==> src/rtl/core/mwem_pkg.sv <==
// Shared types, constants and field layout of the Microwire EEPROM word master.
package mwem_pkg;

  localparam int unsigned WORD_BITS_DEF     = 16;
  localparam int unsigned MAX_ADDR_BITS_DEF = 8;

  localparam int unsigned S_TDATA_W  = 32;
  localparam int unsigned S_TUSER_W  = 2;
  localparam int unsigned M_TDATA_W  = 24;
  localparam int unsigned CFG_IDX_W  = 1;
  localparam int unsigned CFG_DATA_W = 16;

  localparam int unsigned QDEPTH = 2;
  localparam int unsigned QPTR_W = 1;

  localparam int unsigned OUT_CS_BIT    = 0;
  localparam int unsigned OUT_SK_BIT    = 1;
  localparam int unsigned OUT_DI_BIT    = 2;
  localparam int unsigned OUT_PRE_BIT   = 3;
  localparam int unsigned OUT_BUSY_BIT  = 4;
  localparam int unsigned OUT_DONE_BIT  = 5;
  localparam int unsigned OUT_RDATA_LSB = 6;
  localparam int unsigned OUT_TERR_BIT  = 22;

  localparam logic [15:0] OP_READ  = 16'hC000;
  localparam logic [15:0] OP_EWEN  = 16'h9800;
  localparam logic [15:0] OP_WRITE = 16'hA000;
  localparam logic [15:0] OP_EWDS  = 16'h8000;

  localparam logic [15:0] POLL_LIMIT_RST    = 16'd200;
  localparam logic [15:0] POLL_INTERVAL_RST = 16'd100;

  typedef enum logic [CFG_IDX_W-1:0] {
    CFG_POLL_LIMIT    = 1'b0,
    CFG_POLL_INTERVAL = 1'b1
  } cfg_idx_e;

  typedef enum logic [2:0] {
    K_IDLE, K_SEL, K_DESEL, K_OUT, K_IN, K_CHECK, K_POLL
  } kind_e;

  typedef enum logic [4:0] {
    PH_IDLE, PR_SEL, PR_CMD, PR_CHECK, PR_EXTRA, PR_DATA, PR_DESEL,
    RD_SEL, RD_CMD, RD_DATA, RD_DESEL,
    EN_SEL, EN_CMD, EN_DESEL,
    WR_SEL, WR_CMD, WR_DATA, WR_DESEL,
    HO_SEL, HO_POLL, HO_DESEL,
    DS_SEL, DS_CMD, DS_DESEL
  } phase_e;

  typedef struct packed {
    logic        req;
    logic        wr;
    logic [7:0]  addr;
    logic [15:0] wdata;
    logic        dout;
  } tick_t;

endpackage

==> src/rtl/core/mwem_front.sv <==
// Front end: unpacks tick requests and queues them for the sequencer.
module mwem_front (
  input  logic                             clk_i,
  input  logic                             rst_ni,
  input  logic                             s_tvalid_i,
  output logic                             s_tready_o,
  // word_address[7:0], write_data[23:8], serial_data_out[24], zero fill
  input  logic [mwem_pkg::S_TDATA_W-1:0]   s_tdata_i,
  // request_valid[0], opcode[1]
  input  logic [mwem_pkg::S_TUSER_W-1:0]   s_tuser_i,
  output mwem_pkg::tick_t                  item_o,
  output logic                             item_valid_o,
  input  logic                             item_pop_i
);
  import mwem_pkg::*;

  tick_t              q_q [QDEPTH];
  logic [QPTR_W-1:0]  wptr_q, wptr_d, rptr_q, rptr_d;
  logic [QPTR_W:0]    cnt_q, cnt_d;
  logic               push;
  tick_t              in_tick;

  always_comb begin
    in_tick.req   = s_tuser_i[0];
    in_tick.wr    = s_tuser_i[1];
    in_tick.addr  = s_tdata_i[7:0];
    in_tick.wdata = s_tdata_i[23:8];
    in_tick.dout  = s_tdata_i[24];
  end

  assign s_tready_o   = (cnt_q != (QPTR_W+1)'(QDEPTH));
  assign push         = s_tvalid_i && s_tready_o;
  assign item_valid_o = (cnt_q != '0);
  assign item_o       = q_q[rptr_q];

  always_comb begin
    wptr_d = push ? wptr_q + 1'b1 : wptr_q;
    rptr_d = item_pop_i ? rptr_q + 1'b1 : rptr_q;
    cnt_d  = cnt_q + (QPTR_W+1)'(push) - (QPTR_W+1)'(item_pop_i);
  end

  always_ff @(posedge clk_i or negedge rst_ni) begin
    if (!rst_ni) begin
      wptr_q <= '0;
      rptr_q <= '0;
      cnt_q  <= '0;
    end else begin
      wptr_q <= wptr_d;
      rptr_q <= rptr_d;
      cnt_q  <= cnt_d;
    end
  end

  always_ff @(posedge clk_i) begin
    if (push) begin
      q_q[wptr_q] <= in_tick;
    end
  end

endmodule

==> src/rtl/core/mwem_seq.sv <==
// Back end: Microwire sequencer, configuration registers and result register.
module mwem_seq #(
  parameter int unsigned WORD_BITS     = mwem_pkg::WORD_BITS_DEF,
  parameter int unsigned MAX_ADDR_BITS = mwem_pkg::MAX_ADDR_BITS_DEF
) (
  input  logic                             clk_i,
  input  logic                             rst_ni,
  input  mwem_pkg::tick_t                  item_i,
  input  logic                             item_valid_i,
  output logic                             item_pop_o,
  input  logic                             cfg_valid_i,
  output logic                             cfg_ready_o,
  input  logic [mwem_pkg::CFG_IDX_W-1:0]   cfg_index_i,
  input  logic [mwem_pkg::CFG_DATA_W-1:0]  cfg_data_i,
  output logic                             m_tvalid_o,
  input  logic                             m_tready_i,
  output logic [mwem_pkg::M_TDATA_W-1:0]   m_tdata_o
);
  import mwem_pkg::*;

  localparam logic [4:0] CMD_LONG   = 5'(3 + MAX_ADDR_BITS);
  localparam logic [4:0] CMD_SHORT  = 5'd9;
  localparam logic [4:0] EXTRA_BITS = 5'(MAX_ADDR_BITS - 6);
  localparam logic [4:0] WB5        = 5'(WORD_BITS);
  localparam int unsigned LONG_SH   = 13 - MAX_ADDR_BITS;
  localparam int unsigned WD_SH     = 16 - WORD_BITS;
  localparam logic [7:0] LONG_MASK  = 8'((1 << MAX_ADDR_BITS) - 1);
  localparam logic [7:0] SHORT_MASK = 8'h3F;
  localparam logic       LONG_EXTRA = (MAX_ADDR_BITS > 6);

  typedef struct packed {
    phase_e      phase;
    logic [4:0]  bcnt;
    logic [15:0] shw;
    logic [15:0] pollc;
    logic [15:0] intc;
    logic        wfail;
    logic [24:0] pend;
    logic        known;
    logic        longc;
    logic        cs;
    logic        sk;
    logic        di;
    logic        pre;
    logic [15:0] last_rd;
  } st_t;

  localparam st_t ST_RST = '{phase: PH_IDLE, bcnt: 5'd0, shw: 16'd0, pollc: 16'd0,
                             intc: 16'd0, wfail: 1'b0, pend: 25'd0, known: 1'b0,
                             longc: 1'b0, cs: 1'b0, sk: 1'b0, di: 1'b0, pre: 1'b1,
                             last_rd: 16'd0};

  function automatic kind_e kind_of(phase_e p);
    kind_e k;
    unique case (p)
      PR_SEL, RD_SEL, EN_SEL, WR_SEL, HO_SEL, DS_SEL:         k = K_SEL;
      PR_DESEL, RD_DESEL, EN_DESEL, WR_DESEL, HO_DESEL,
      DS_DESEL:                                                k = K_DESEL;
      PR_CMD, PR_EXTRA, RD_CMD, EN_CMD, WR_CMD, WR_DATA,
      DS_CMD:                                                  k = K_OUT;
      PR_DATA, RD_DATA:                                        k = K_IN;
      PR_CHECK:                                                k = K_CHECK;
      HO_POLL:                                                 k = K_POLL;
      default:                                                 k = K_IDLE;
    endcase
    return k;
  endfunction

  function automatic phase_e next_of(phase_e p);
    phase_e n;
    unique case (p)
      PR_SEL:   n = PR_CMD;
      PR_CMD:   n = PR_CHECK;
      PR_CHECK: n = PR_DATA;
      PR_EXTRA: n = PR_DATA;
      PR_DATA:  n = PR_DESEL;
      RD_SEL:   n = RD_CMD;
      RD_CMD:   n = RD_DATA;
      RD_DATA:  n = RD_DESEL;
      EN_SEL:   n = EN_CMD;
      EN_CMD:   n = EN_DESEL;
      EN_DESEL: n = WR_SEL;
      WR_SEL:   n = WR_CMD;
      WR_CMD:   n = WR_DATA;
      WR_DATA:  n = WR_DESEL;
      WR_DESEL: n = HO_SEL;
      HO_SEL:   n = HO_POLL;
      HO_POLL:  n = HO_DESEL;
      HO_DESEL: n = DS_SEL;
      DS_SEL:   n = DS_CMD;
      DS_CMD:   n = DS_DESEL;
      default:  n = PH_IDLE;
    endcase
    return n;
  endfunction

  function automatic logic [15:0] addressed(st_t s, logic [15:0] op);
    logic [7:0]  a8;
    logic [15:0] a16;
    a8  = s.pend[23:16] & (s.longc ? LONG_MASK : SHORT_MASK);
    a16 = {8'h00, a8};
    return op | (s.longc ? (a16 << LONG_SH) : (a16 << 7));
  endfunction

  function automatic phase_e start_ph(st_t s);
    return s.pend[24] ? EN_SEL : RD_SEL;
  endfunction

  function automatic st_t enter(st_t s, phase_e p);
    st_t        r;
    logic [4:0] cmd_bits;
    r        = s;
    cmd_bits = s.longc ? CMD_LONG : CMD_SHORT;
    r.phase  = p;
    r.bcnt   = 5'd0;
    case (p)
      PR_CMD: begin
        r.shw  = OP_READ;
        r.bcnt = CMD_SHORT;
      end
      PR_EXTRA: begin
        r.shw  = 16'd0;
        r.bcnt = EXTRA_BITS;
      end
      RD_CMD: begin
        r.shw  = addressed(s, OP_READ);
        r.bcnt = cmd_bits;
      end
      EN_CMD: begin
        r.shw  = OP_EWEN;
        r.bcnt = cmd_bits;
      end
      WR_CMD: begin
        r.shw  = addressed(s, OP_WRITE);
        r.bcnt = cmd_bits;
      end
      DS_CMD: begin
        r.shw  = OP_EWDS;
        r.bcnt = cmd_bits;
      end
      WR_DATA: begin
        r.shw  = s.pend[15:0] << WD_SH;
        r.bcnt = WB5;
      end
      PR_DATA, RD_DATA: begin
        r.shw = 16'd0;
      end
      HO_POLL: begin
        r.pollc = 16'd0;
        r.intc  = 16'd0;
        r.wfail = 1'b0;
      end
      default: begin
      end
    endcase
    return r;
  endfunction

  st_t         st_q, st_d;
  logic [15:0] limit_q, interval_q;
  logic        oval_q;
  logic [M_TDATA_W-1:0] odata_q, odata_d;
  logic        fire, done, terr;

  assign fire        = item_valid_i && (!oval_q || m_tready_i);
  assign item_pop_o  = fire;
  assign cfg_ready_o = 1'b1;
  assign m_tvalid_o  = oval_q;
  assign m_tdata_o   = odata_q;

  // next state: one sequencer step per tick
  always_comb begin
    st_t  s;
    logic fin;
    logic fin_in;
    s      = st_q;
    fin    = 1'b0;
    fin_in = 1'b0;
    done   = 1'b0;
    terr   = 1'b0;
    if (s.phase == PH_IDLE && item_i.req) begin
      s.pend = {item_i.wr, item_i.addr, item_i.wdata};
      s      = enter(s, s.known ? start_ph(s) : PR_SEL);
    end
    unique case (kind_of(s.phase))
      K_SEL: begin
        if (s.bcnt == 5'd0) begin
          s.sk   = 1'b0;
          s.di   = 1'b0;
          s.pre  = 1'b0;
          s.bcnt = 5'd1;
        end else if (s.bcnt == 5'd1) begin
          s.cs   = 1'b1;
          s.bcnt = 5'd2;
        end else begin
          s.sk = 1'b1;
          fin  = 1'b1;
        end
      end
      K_DESEL: begin
        if (s.bcnt == 5'd0) begin
          s.sk   = 1'b0;
          s.di   = 1'b0;
          s.bcnt = 5'd1;
        end else if (s.bcnt == 5'd1) begin
          s.cs   = 1'b0;
          s.pre  = 1'b1;
          s.bcnt = 5'd2;
        end else begin
          s.sk = 1'b1;
          if (s.phase == DS_DESEL) begin
            terr = s.wfail;
          end
          fin = 1'b1;
        end
      end
      K_OUT: begin
        if (s.sk) begin
          s.di = s.shw[15];
          s.sk = 1'b0;
        end else begin
          s.sk  = 1'b1;
          s.shw = {s.shw[14:0], 1'b0};
          if (s.bcnt != 5'd0) begin
            s.bcnt = s.bcnt - 5'd1;
          end
          if (s.bcnt == 5'd0) begin
            fin = 1'b1;
          end
        end
      end
      K_IN: begin
        s.di = 1'b0;
        if (s.sk) begin
          s.sk = 1'b0;
          if (s.bcnt != 5'd0) begin
            s.shw = {s.shw[14:0], item_i.dout};
          end
          if (s.bcnt >= WB5) begin
            if (s.phase == RD_DATA) begin
              s.last_rd = s.shw;
            end
            fin    = 1'b1;
            fin_in = 1'b1;
          end
        end else begin
          s.sk   = 1'b1;
          s.bcnt = s.bcnt + 5'd1;
        end
      end
      K_CHECK: begin
        s.di    = 1'b0;
        s.longc = item_i.dout;
        s       = enter(s, (s.longc && LONG_EXTRA) ? PR_EXTRA : PR_DATA);
      end
      K_POLL: begin
        if (s.intc == 16'd0) begin
          if (item_i.dout) begin
            fin = 1'b1;
          end else if (s.pollc >= limit_q) begin
            s.wfail = 1'b1;
            fin     = 1'b1;
          end else begin
            s.pollc = s.pollc + 16'd1;
            s.intc  = (interval_q <= 16'd1) ? 16'd0 : 16'd1;
          end
        end else begin
          s.intc = s.intc + 16'd1;
          if (s.intc >= interval_q) begin
            s.intc = 16'd0;
          end
        end
      end
      default: begin
      end
    endcase
    if (fin) begin
      if (s.phase == PR_DESEL) begin
        s.known = 1'b1;
        s       = enter(s, start_ph(s));
      end else if (s.phase == RD_DESEL || s.phase == DS_DESEL) begin
        s    = enter(s, PH_IDLE);
        done = 1'b1;
      end else begin
        s = enter(s, next_of(s.phase));
      end
      if (fin_in) begin
        s.bcnt = 5'd1;
      end
    end
    st_d = s;
  end

  // outputs: pin levels and status of this tick
  always_comb begin
    odata_d                                   = '0;
    odata_d[OUT_CS_BIT]                       = st_d.cs;
    odata_d[OUT_SK_BIT]                       = st_d.sk;
    odata_d[OUT_DI_BIT]                       = st_d.di;
    odata_d[OUT_PRE_BIT]                      = st_d.pre;
    odata_d[OUT_BUSY_BIT]                     = (st_d.phase != PH_IDLE);
    odata_d[OUT_DONE_BIT]                     = done;
    odata_d[OUT_RDATA_LSB +: 16]              = st_d.last_rd;
    odata_d[OUT_TERR_BIT]                     = done && terr;
  end

  always_ff @(posedge clk_i or negedge rst_ni) begin
    if (!rst_ni) begin
      st_q       <= ST_RST;
      oval_q     <= 1'b0;
      limit_q    <= POLL_LIMIT_RST;
      interval_q <= POLL_INTERVAL_RST;
    end else begin
      if (fire) begin
        st_q <= st_d;
      end
      if (fire) begin
        oval_q <= 1'b1;
      end else if (m_tready_i) begin
        oval_q <= 1'b0;
      end
      if (cfg_valid_i && cfg_ready_o) begin
        case (cfg_idx_e'(cfg_index_i))
          CFG_POLL_LIMIT:    limit_q    <= cfg_data_i;
          CFG_POLL_INTERVAL: interval_q <= cfg_data_i;
          default: begin
          end
        endcase
      end
    end
  end

  always_ff @(posedge clk_i) begin
    if (fire) begin
      odata_q <= odata_d;
    end
  end

endmodule

==> src/rtl/core/microwire_eeprom_word_master_top.sv <==
// Top level of the Microwire EEPROM word master: request queue plus sequencer.
//
// Each accepted input item is one serial half-clock tick and yields exactly one result
// item with the pin levels and status of that tick. The sequencer takes one step per
// clock while the result register is free or being taken, so the block then sustains
// one item per cycle; an item passes through the two-entry request queue and then the
// result register, which holds the result until it is taken. While a result is not taken
// the queue fills and the input stalls. The first request after reset runs a width probe
// before its own sequence. Configuration writes are always taken on the spot.
module microwire_eeprom_word_master_top #(
  parameter int unsigned WORD_BITS     = mwem_pkg::WORD_BITS_DEF,
  parameter int unsigned MAX_ADDR_BITS = mwem_pkg::MAX_ADDR_BITS_DEF
) (
  input  logic                             clk_i,
  input  logic                             rst_ni,
  input  logic                             s_tvalid_i,
  output logic                             s_tready_o,
  // word_address[7:0], write_data[23:8], serial_data_out[24], zero fill [31:25]
  input  logic [mwem_pkg::S_TDATA_W-1:0]   s_tdata_i,
  // request_valid[0], opcode[1]
  input  logic [mwem_pkg::S_TUSER_W-1:0]   s_tuser_i,
  output logic                             m_tvalid_o,
  input  logic                             m_tready_i,
  // chip_select[0], serial_clock[1], serial_data_in[2], pre_pin[3], busy_res[4],
  // done_res[5], read_data[21:6], timeout_error[22], zero fill [23]
  output logic [mwem_pkg::M_TDATA_W-1:0]   m_tdata_o,
  input  logic                             cfg_valid_i,
  output logic                             cfg_ready_o,
  input  logic [mwem_pkg::CFG_IDX_W-1:0]   cfg_index_i,
  input  logic [mwem_pkg::CFG_DATA_W-1:0]  cfg_data_i
);
  import mwem_pkg::*;

  tick_t item;
  logic  item_valid;
  logic  item_pop;

  mwem_front u_front (
    .clk_i        (clk_i),
    .rst_ni       (rst_ni),
    .s_tvalid_i   (s_tvalid_i),
    .s_tready_o   (s_tready_o),
    .s_tdata_i    (s_tdata_i),
    .s_tuser_i    (s_tuser_i),
    .item_o       (item),
    .item_valid_o (item_valid),
    .item_pop_i   (item_pop)
  );

  mwem_seq #(
    .WORD_BITS     (WORD_BITS),
    .MAX_ADDR_BITS (MAX_ADDR_BITS)
  ) u_seq (
    .clk_i        (clk_i),
    .rst_ni       (rst_ni),
    .item_i       (item),
    .item_valid_i (item_valid),
    .item_pop_o   (item_pop),
    .cfg_valid_i  (cfg_valid_i),
    .cfg_ready_o  (cfg_ready_o),
    .cfg_index_i  (cfg_index_i),
    .cfg_data_i   (cfg_data_i),
    .m_tvalid_o   (m_tvalid_o),
    .m_tready_i   (m_tready_i),
    .m_tdata_o    (m_tdata_o)
  );

endmodule

==> config.mk <==
export PLATFORM = sky130hd
export DESIGN_NAME = microwire_eeprom_word_master_top
export DESIGN_NICKNAME = d
export VERILOG_FILES = /design/src/rtl/core/mwem_pkg.sv /design/src/rtl/core/mwem_front.sv /design/src/rtl/core/mwem_seq.sv /design/src/rtl/core/microwire_eeprom_word_master_top.sv
export SDC_FILE = /design/constraint.sdc
export NUM_CORES = 1
export LEC_CHECK = 0
export CAP_MARGIN = 5
export CORE_MARGIN = 5
export CORE_UTILIZATION = 46
export CTS_BUF_LIST = sky130_fd_sc_hd__clkbuf_2
export DETAILED_ROUTE_END_ITERATION = 8
export DONT_BUFFER_PORTS = 1
export PLACE_DENSITY_LB_ADDON = 0.05
export SLEW_MARGIN = 20
export SYNTH_ARGS = -nofsm -noshare
export SYNTH_HDL_FRONTEND = slang
export SYNTH_HIERARCHICAL = 1
export SYNTH_SLANG_ARGS = --single-unit
==> constraint.sdc <==
create_clock -name clk_i -period 10.69 [get_ports clk_i]
set_input_delay 2.138 -clock clk_i [delete_from_list [all_inputs] [get_ports clk_i]]
set_output_delay 2.138 -clock clk_i [all_outputs]
set_load 0.01 [all_outputs]
### Yosys cells after proc, flatten, opt, wreduce, memory -nomap -nowiden

Memories as Yosys holds them, arrays and structs flattened.
Cells that the tools add are included.

| cells by class | value |
|---|---|
| bitwise logic cells | 4 |
| magnitude comparators | 4 |
| reduce and logical (&&, ||, !) cells | 26 |
| mux-type cells | 96 |
| $add $sub $neg | 8 |
| equality and inequality tests | 53 |

Operator list:

| kind | number |
|---|---|
| 16-bit one-hot mux with 7 select lines | 4 |
| 106-bit two-way mux | 4 |
| 33-bit two-way mux | 5 |
| 16-bit two-way mux | 9 |
| 5-bit one-hot mux with 4 select lines | 5 |
| 5-bit by 4-bit == test with 1-bit output, second input constant | 18 |
| 5-bit == test, second input constant | 14 |
| 33-bit one-hot mux with 2 select lines | 1 |
| 5-bit two-way mux | 12 |
| 16-bit one-hot mux with 3 select lines | 1 |
| 5-bit by 3-bit == test with 1-bit output, second input constant | 9 |
| 15-bit two-way mux | 3 |
| 1-bit two-way mux | 37 |
| 16-bit by 1-bit adder with 16-bit output, second input constant | 2 |
| 16-bit >= comparator | 2 |
| 32-bit two-way mux | 1 |
| 8-bit bitwise AND | 3 |
| 8-bit two-way mux | 3 |
| 21-bit two-way mux | 1 |
| 5-bit by 2-bit == test with 1-bit output, second input constant | 4 |
| 16-bit by 1-bit <= comparator with 1-bit output, second input constant | 1 |
| 16-bit zero test | 1 |
| 4-bit OR reduction | 4 |
| 5-bit zero test | 3 |
| other kinds (25) | 44 |

| word-level totals | value |
|---|---|
| RAM bits | 54 |
| input port bits | 56 |
| output and inout bits | 27 |
| flip-flop bits (word level) | 166 |
| memories kept | 3 |
| word-level logic and storage cells | 215 |
| bits in read-only memories | 256 |

Memory list:

| name | words | width | rd ports | clocked after memory_dff | wr ports | RTL line | RTL |
|---|---|---|---|---|---|---|---|
| (name not given) | 32 | 5 | 1 | 0 | 0 | mwem_seq.sv:71 | `unique case (p)` |
| (name not given) | 32 | 3 | 1 | 0 | 0 | mwem_seq.sv:55 | `unique case (p)` |
| u_front.q_q | 2 | 27 | 1 | 0 | 1 | mwem_front.sv:17 | `tick_t q_q [QDEPTH];` |

### Longest topological paths before layout

An unclocked memory read counts as a cell.

| logic depth | value |
|---|---|
| depth in word-level cells | 24 |
| depth in mapped cells | 27 |
| gate-level depth less buffers | 22 |

### Modules after synthesis

The synthesis kept the hierarchy.

By module, submodules not included:

| module | times used | cells each | area an instance (um2) |
|---|---|---|---|
| mwem_seq | 1 | 1261 | 11086.9 |
| mwem_front | 1 | 101 | 2235.9 |

### Least setup slack after synthesis

No wires, ideal clock.

| path | value |
|---|---|
| kind | reg-to-reg |
| from | register u_front.rptr_q |
| to | register u_seq/st_q[85] (netlist name) |
| path slack | 5.041 ns |
| cell stages (with the launch flop) | 25 |
| arrival time | 5.528 ns |
| required time | 10.568 ns |
| cell sequence | dfrtp_1 > buf_6 > mux2_2 > and4bb_2 > a21o_1 > ha_1 > xnor2_1 > o221ai_1 > a221oi_2 > a211oi_4 > buf_6 > buf_4 > o21ai_0 > inv_1 > ha_1 > a21oi_1 > o22ai_1 > a21o_1 > or4_1 > a211oi_2 > o21ai_2 > a31oi_4 > buf_4 > o311ai_1 > a32o_1 |

RTL lines:

| what | RTL line | RTL |
|---|---|---|
| start: declaration | mwem_front.sv:18 | `logic [QPTR_W-1:0] wptr_q, wptr_d, rptr_q, rptr_d;` |
| start signal: assignment | mwem_front.sv:49 | `rptr_q <= rptr_d;` |
| end signal: assignment | mwem_seq.sv:315 | `st_q <= st_d;` |
| end: declaration | mwem_seq.sv:159 | `st_t st_q, st_d;` |

==> run_results.csv <==
group,metric,value,unit
outcome,outcome,"complete, no violations",
layout,instances_no_fill,1780,
sta,finalMaxSlewViolations,0,
clocking,clk_path_buf_depth,3,
yosys,synth.area.top_cells,"dfrtp_1 (26%), edfxtp_1 (17%), nand2_1 (5.9%), mux2_2 (4.9%), ha_1 (4.9%)",
yosys,synth_nets,1470,
sta,slew_headroom,29.42,%
clocking,numCtsBuffers,60,
drt,wire_per_inst,18.95,µm
place,placedCellCount,1665,
yosys,ys.warnings.count,6,
sta,rsz0062_at_grt,"false",
yosys,ys.flop_type,"dfrtp_1",
place,dpl.hpwl,22940,µm
sta,setup-tns-final,0,ps
layout,seqCellArea,5899,µm²
sta,tightest_slew,1055,ps
floorplanning,die_h,180.2,µm
yosys,yosysSeqAreaShare,44.28,%
layout,post-route-util,49.23,%
grt,overflow,0,
setup_path,worstPathMaxFanout,28,
worst_hold_path,holdCritPathClass,"reg -> reg",
setup_path,worstSetupEndpointType,"register",
yosys,yosysTopAreaCellShare,25.54,%
sta,finalSetupViolations,0,
sta,finalHoldViolCount,0,
layout,drive_gt1_share,17.42,%
layout,fillers,2741,
layout,fin_nets,1451,
yosys,synth_edf_count,77,
floorplanning,initial_utilization,46.54,%
sta,fin_ws,2963,ps
power,p_per_area,308.2,nW/µm²
setup_path,cp_data_required_time,11430,ps
sta,period_needed,7727,ps
sta,max_freq,0.1294,GHz
drt,ant_nets,0,
grt,grt.total_usage,20.32,%
grt,grt_pass1_wl,54860,µm
floorplanning,dieArea,32470,µm²
place,dpl-instance-area,13490,µm²
sta,period_share,72.28,%
grt,antenna_found_initial,1,
yosys,synth_top_cell_by_area,"dfrtp_1",
clocking,clk_pin_slew,90,ps
layout,multiInputGateArea,6799,µm²
setup_path,start_kind,"register",
place,place_ws,3014,ps
job,cap_viol_max_count,0,
clocking,h-tree-depth,2,
yosys,ys_top_cells_by_count,"nand2_1 (211), dfrtp_1 (136), nor2_1 (81)",
yosys,synthCells,1362,
yosys,syn_avg_cell_area,9.782,µm²
yosys,syn_area,13320,µm²
clocking,postCtsHoldBufs,0,
grt,grt_pass1_vias,9911,
power,power.total,4.343,mW
sta,skew,113.5,ps
clocking,cts_root_buf,"clkbuf_2",
clocking,postCtsSetupRepairBufs,0,
drt,wirelength,33730,µm
yosys,ys_async_sr_fraction,65.00,%
place,io_buffer_count,0,
power,power.leakage,6.099,nW
sta,hold_ws,486.3,ps
drt,num_vias,10320,
clocking,clock-sinks,220,
drt,dr.pass1.iters,5,
clocking,cts_resized,0,
drt,drc,0,
clocking,clkLatencyLatePin,900,ps
drt,dr.first_iter.drc_count,860,
power,ir_drop,122.4,µV
floorplanning,core,28630,µm²
floorplanning,die_x,180.2,µm
place,gp_congestion,0.9184,
yosys,ys_types,95,
layout,fin_area,14090,µm²
yosys,yosys_register_bits,220,
floorplanning,num_io_pins,83,
setup_path,crit_type,"reg -> reg",
floorplanning,rows,62,
yosys,yosysMostFrequentCell,"nand2_1",
layout,area_growth,5.776,%
drt,via_per_inst,5.800,
clocking,cts_tree,"yes",
setup_path,critPathArrivalTime,8460,ps
grt,grt_start_max_net_pins,144,
==> per-layer routing <==
metal / wire, µm / share of wire (%) / track usage (%) / vias up
li1: - / - / - / 5011
met1: 16860 / 50 / 31.14 / 4967
met5: 0 / 0 / 0 / -
met2: 14490 / 43 / 30.02 / 303
met3: 1898 / 5.6 / 3.815 / 43
met4: 483 / 1.4 / 4.477 / 0
==> cell families after synthesis <==
kind of cell | share of synthesized area [%]
adder cells (fa/ha/maj) | 4.884
buffers and inverters | 4.940
flip-flops | 44.28
multiplexers | 9.025
other | 0.05637
AND/OR/NAND/NOR | 17.07
AO/OA/AOI/OAI | 17.77
XOR/XNOR | 1.972
==> where the power goes <==
group	leakage [nW]	total [mW]	switching, mW	internal, mW
combinational	3.15	2.38	1.49	0.890
clock	0.444	0.618	0.360	0.258
sequential	2.51	1.35	0.223	1.12
total	6.10	4.34	2.07	2.27
==> cell usage in the layout (no fill, tap or decap), types with 7 or more instances in the layout <==
master      n
a211o_1     9
a21o_1     22
a21oi_1    62
a221o_1     7
a221oi_1   34
a31oi_1    31
a32o_1     12
and3_1     16
buf_4      16
clkbuf_2   91
clkinv_1   15
dfrtp_1   136
dfstp_2     7
edfxtp_1   77
ha_1       52
inv_1      53
mux2_2     58
mux2_4     19
mux2i_1    25
nand2_1   209
nand2b_1   16
nand3_1    24
nand4_1    18
nor2_1     80
nor2b_1     7
nor3_1     30
nor4_1      9
o211ai_1   14
o21ai_0    63
o22ai_1    11
or4_1       9
xnor2_1    16
xor2_1     14
==> critical path: stages, from the launching register on <==
cell and delay [ps]:
dfrtp_1 330, buf_4 410, mux2_2 320, nor4b_2 450, a21oi_1 270, ha_1 420, inv_1 60, nor4b_1 480
a221oi_2 70, buf_4 220, a211oi_4 780, o21ai_0 470, inv_1 250, ha_1 430, a32oi_1 300, or4_1 660
a211oi_2 260, o21ai_2 140, a31oi_4 630, o21ai_2 270, a221o_1 420
==> final timing paths <==
| path | start | to | slack (ps) | depth (start not counted) |
|---|---|---|---|---|
| min in group asynchronous | rst_ni | u_seq/st_q[20] | 950 | 0 |
| worst max register to register | u_front/rptr_q | u_seq/st_q[95] | 2960 | 20 |
| max in group asynchronous | rst_ni | u_seq/st_q[16] | 9490 | 0 |
| worst max-delay path | u_front/rptr_q | u_seq/st_q[95] | 2960 | 20 |
| worst min-delay path | u_seq/st_q[8] | u_seq/st_q[8] | 490 | 2 |
| worst min register to register | u_seq/st_q[8] | u_seq/st_q[8] | 490 | 2 |
==> cell type report <==
type / count / area share, %
Tap cell: 384 / 3.409
Sequential cell: 220 / 41.86
Multi-Input combinational cell: 991 / 48.25
Clock buffer: 91 / 3.232
Clock inverter: 23 / 0.9411
Timing Repair Buffer: 16 / 0.8523
Antenna cell: 1 / 0.01776
Inverter: 54 / 1.438
==> flip-flops by register name (all words and copies together) (netlist names), 2 cells and up <==
signal,cells
u_seq/st_q,106
u_front/q_q,54
u_seq/m_tdata_o,23
u_seq/interval_q,16
u_seq/limit_q,16
u_front/cnt_q,2
Power figures use the tool's default switching activity.
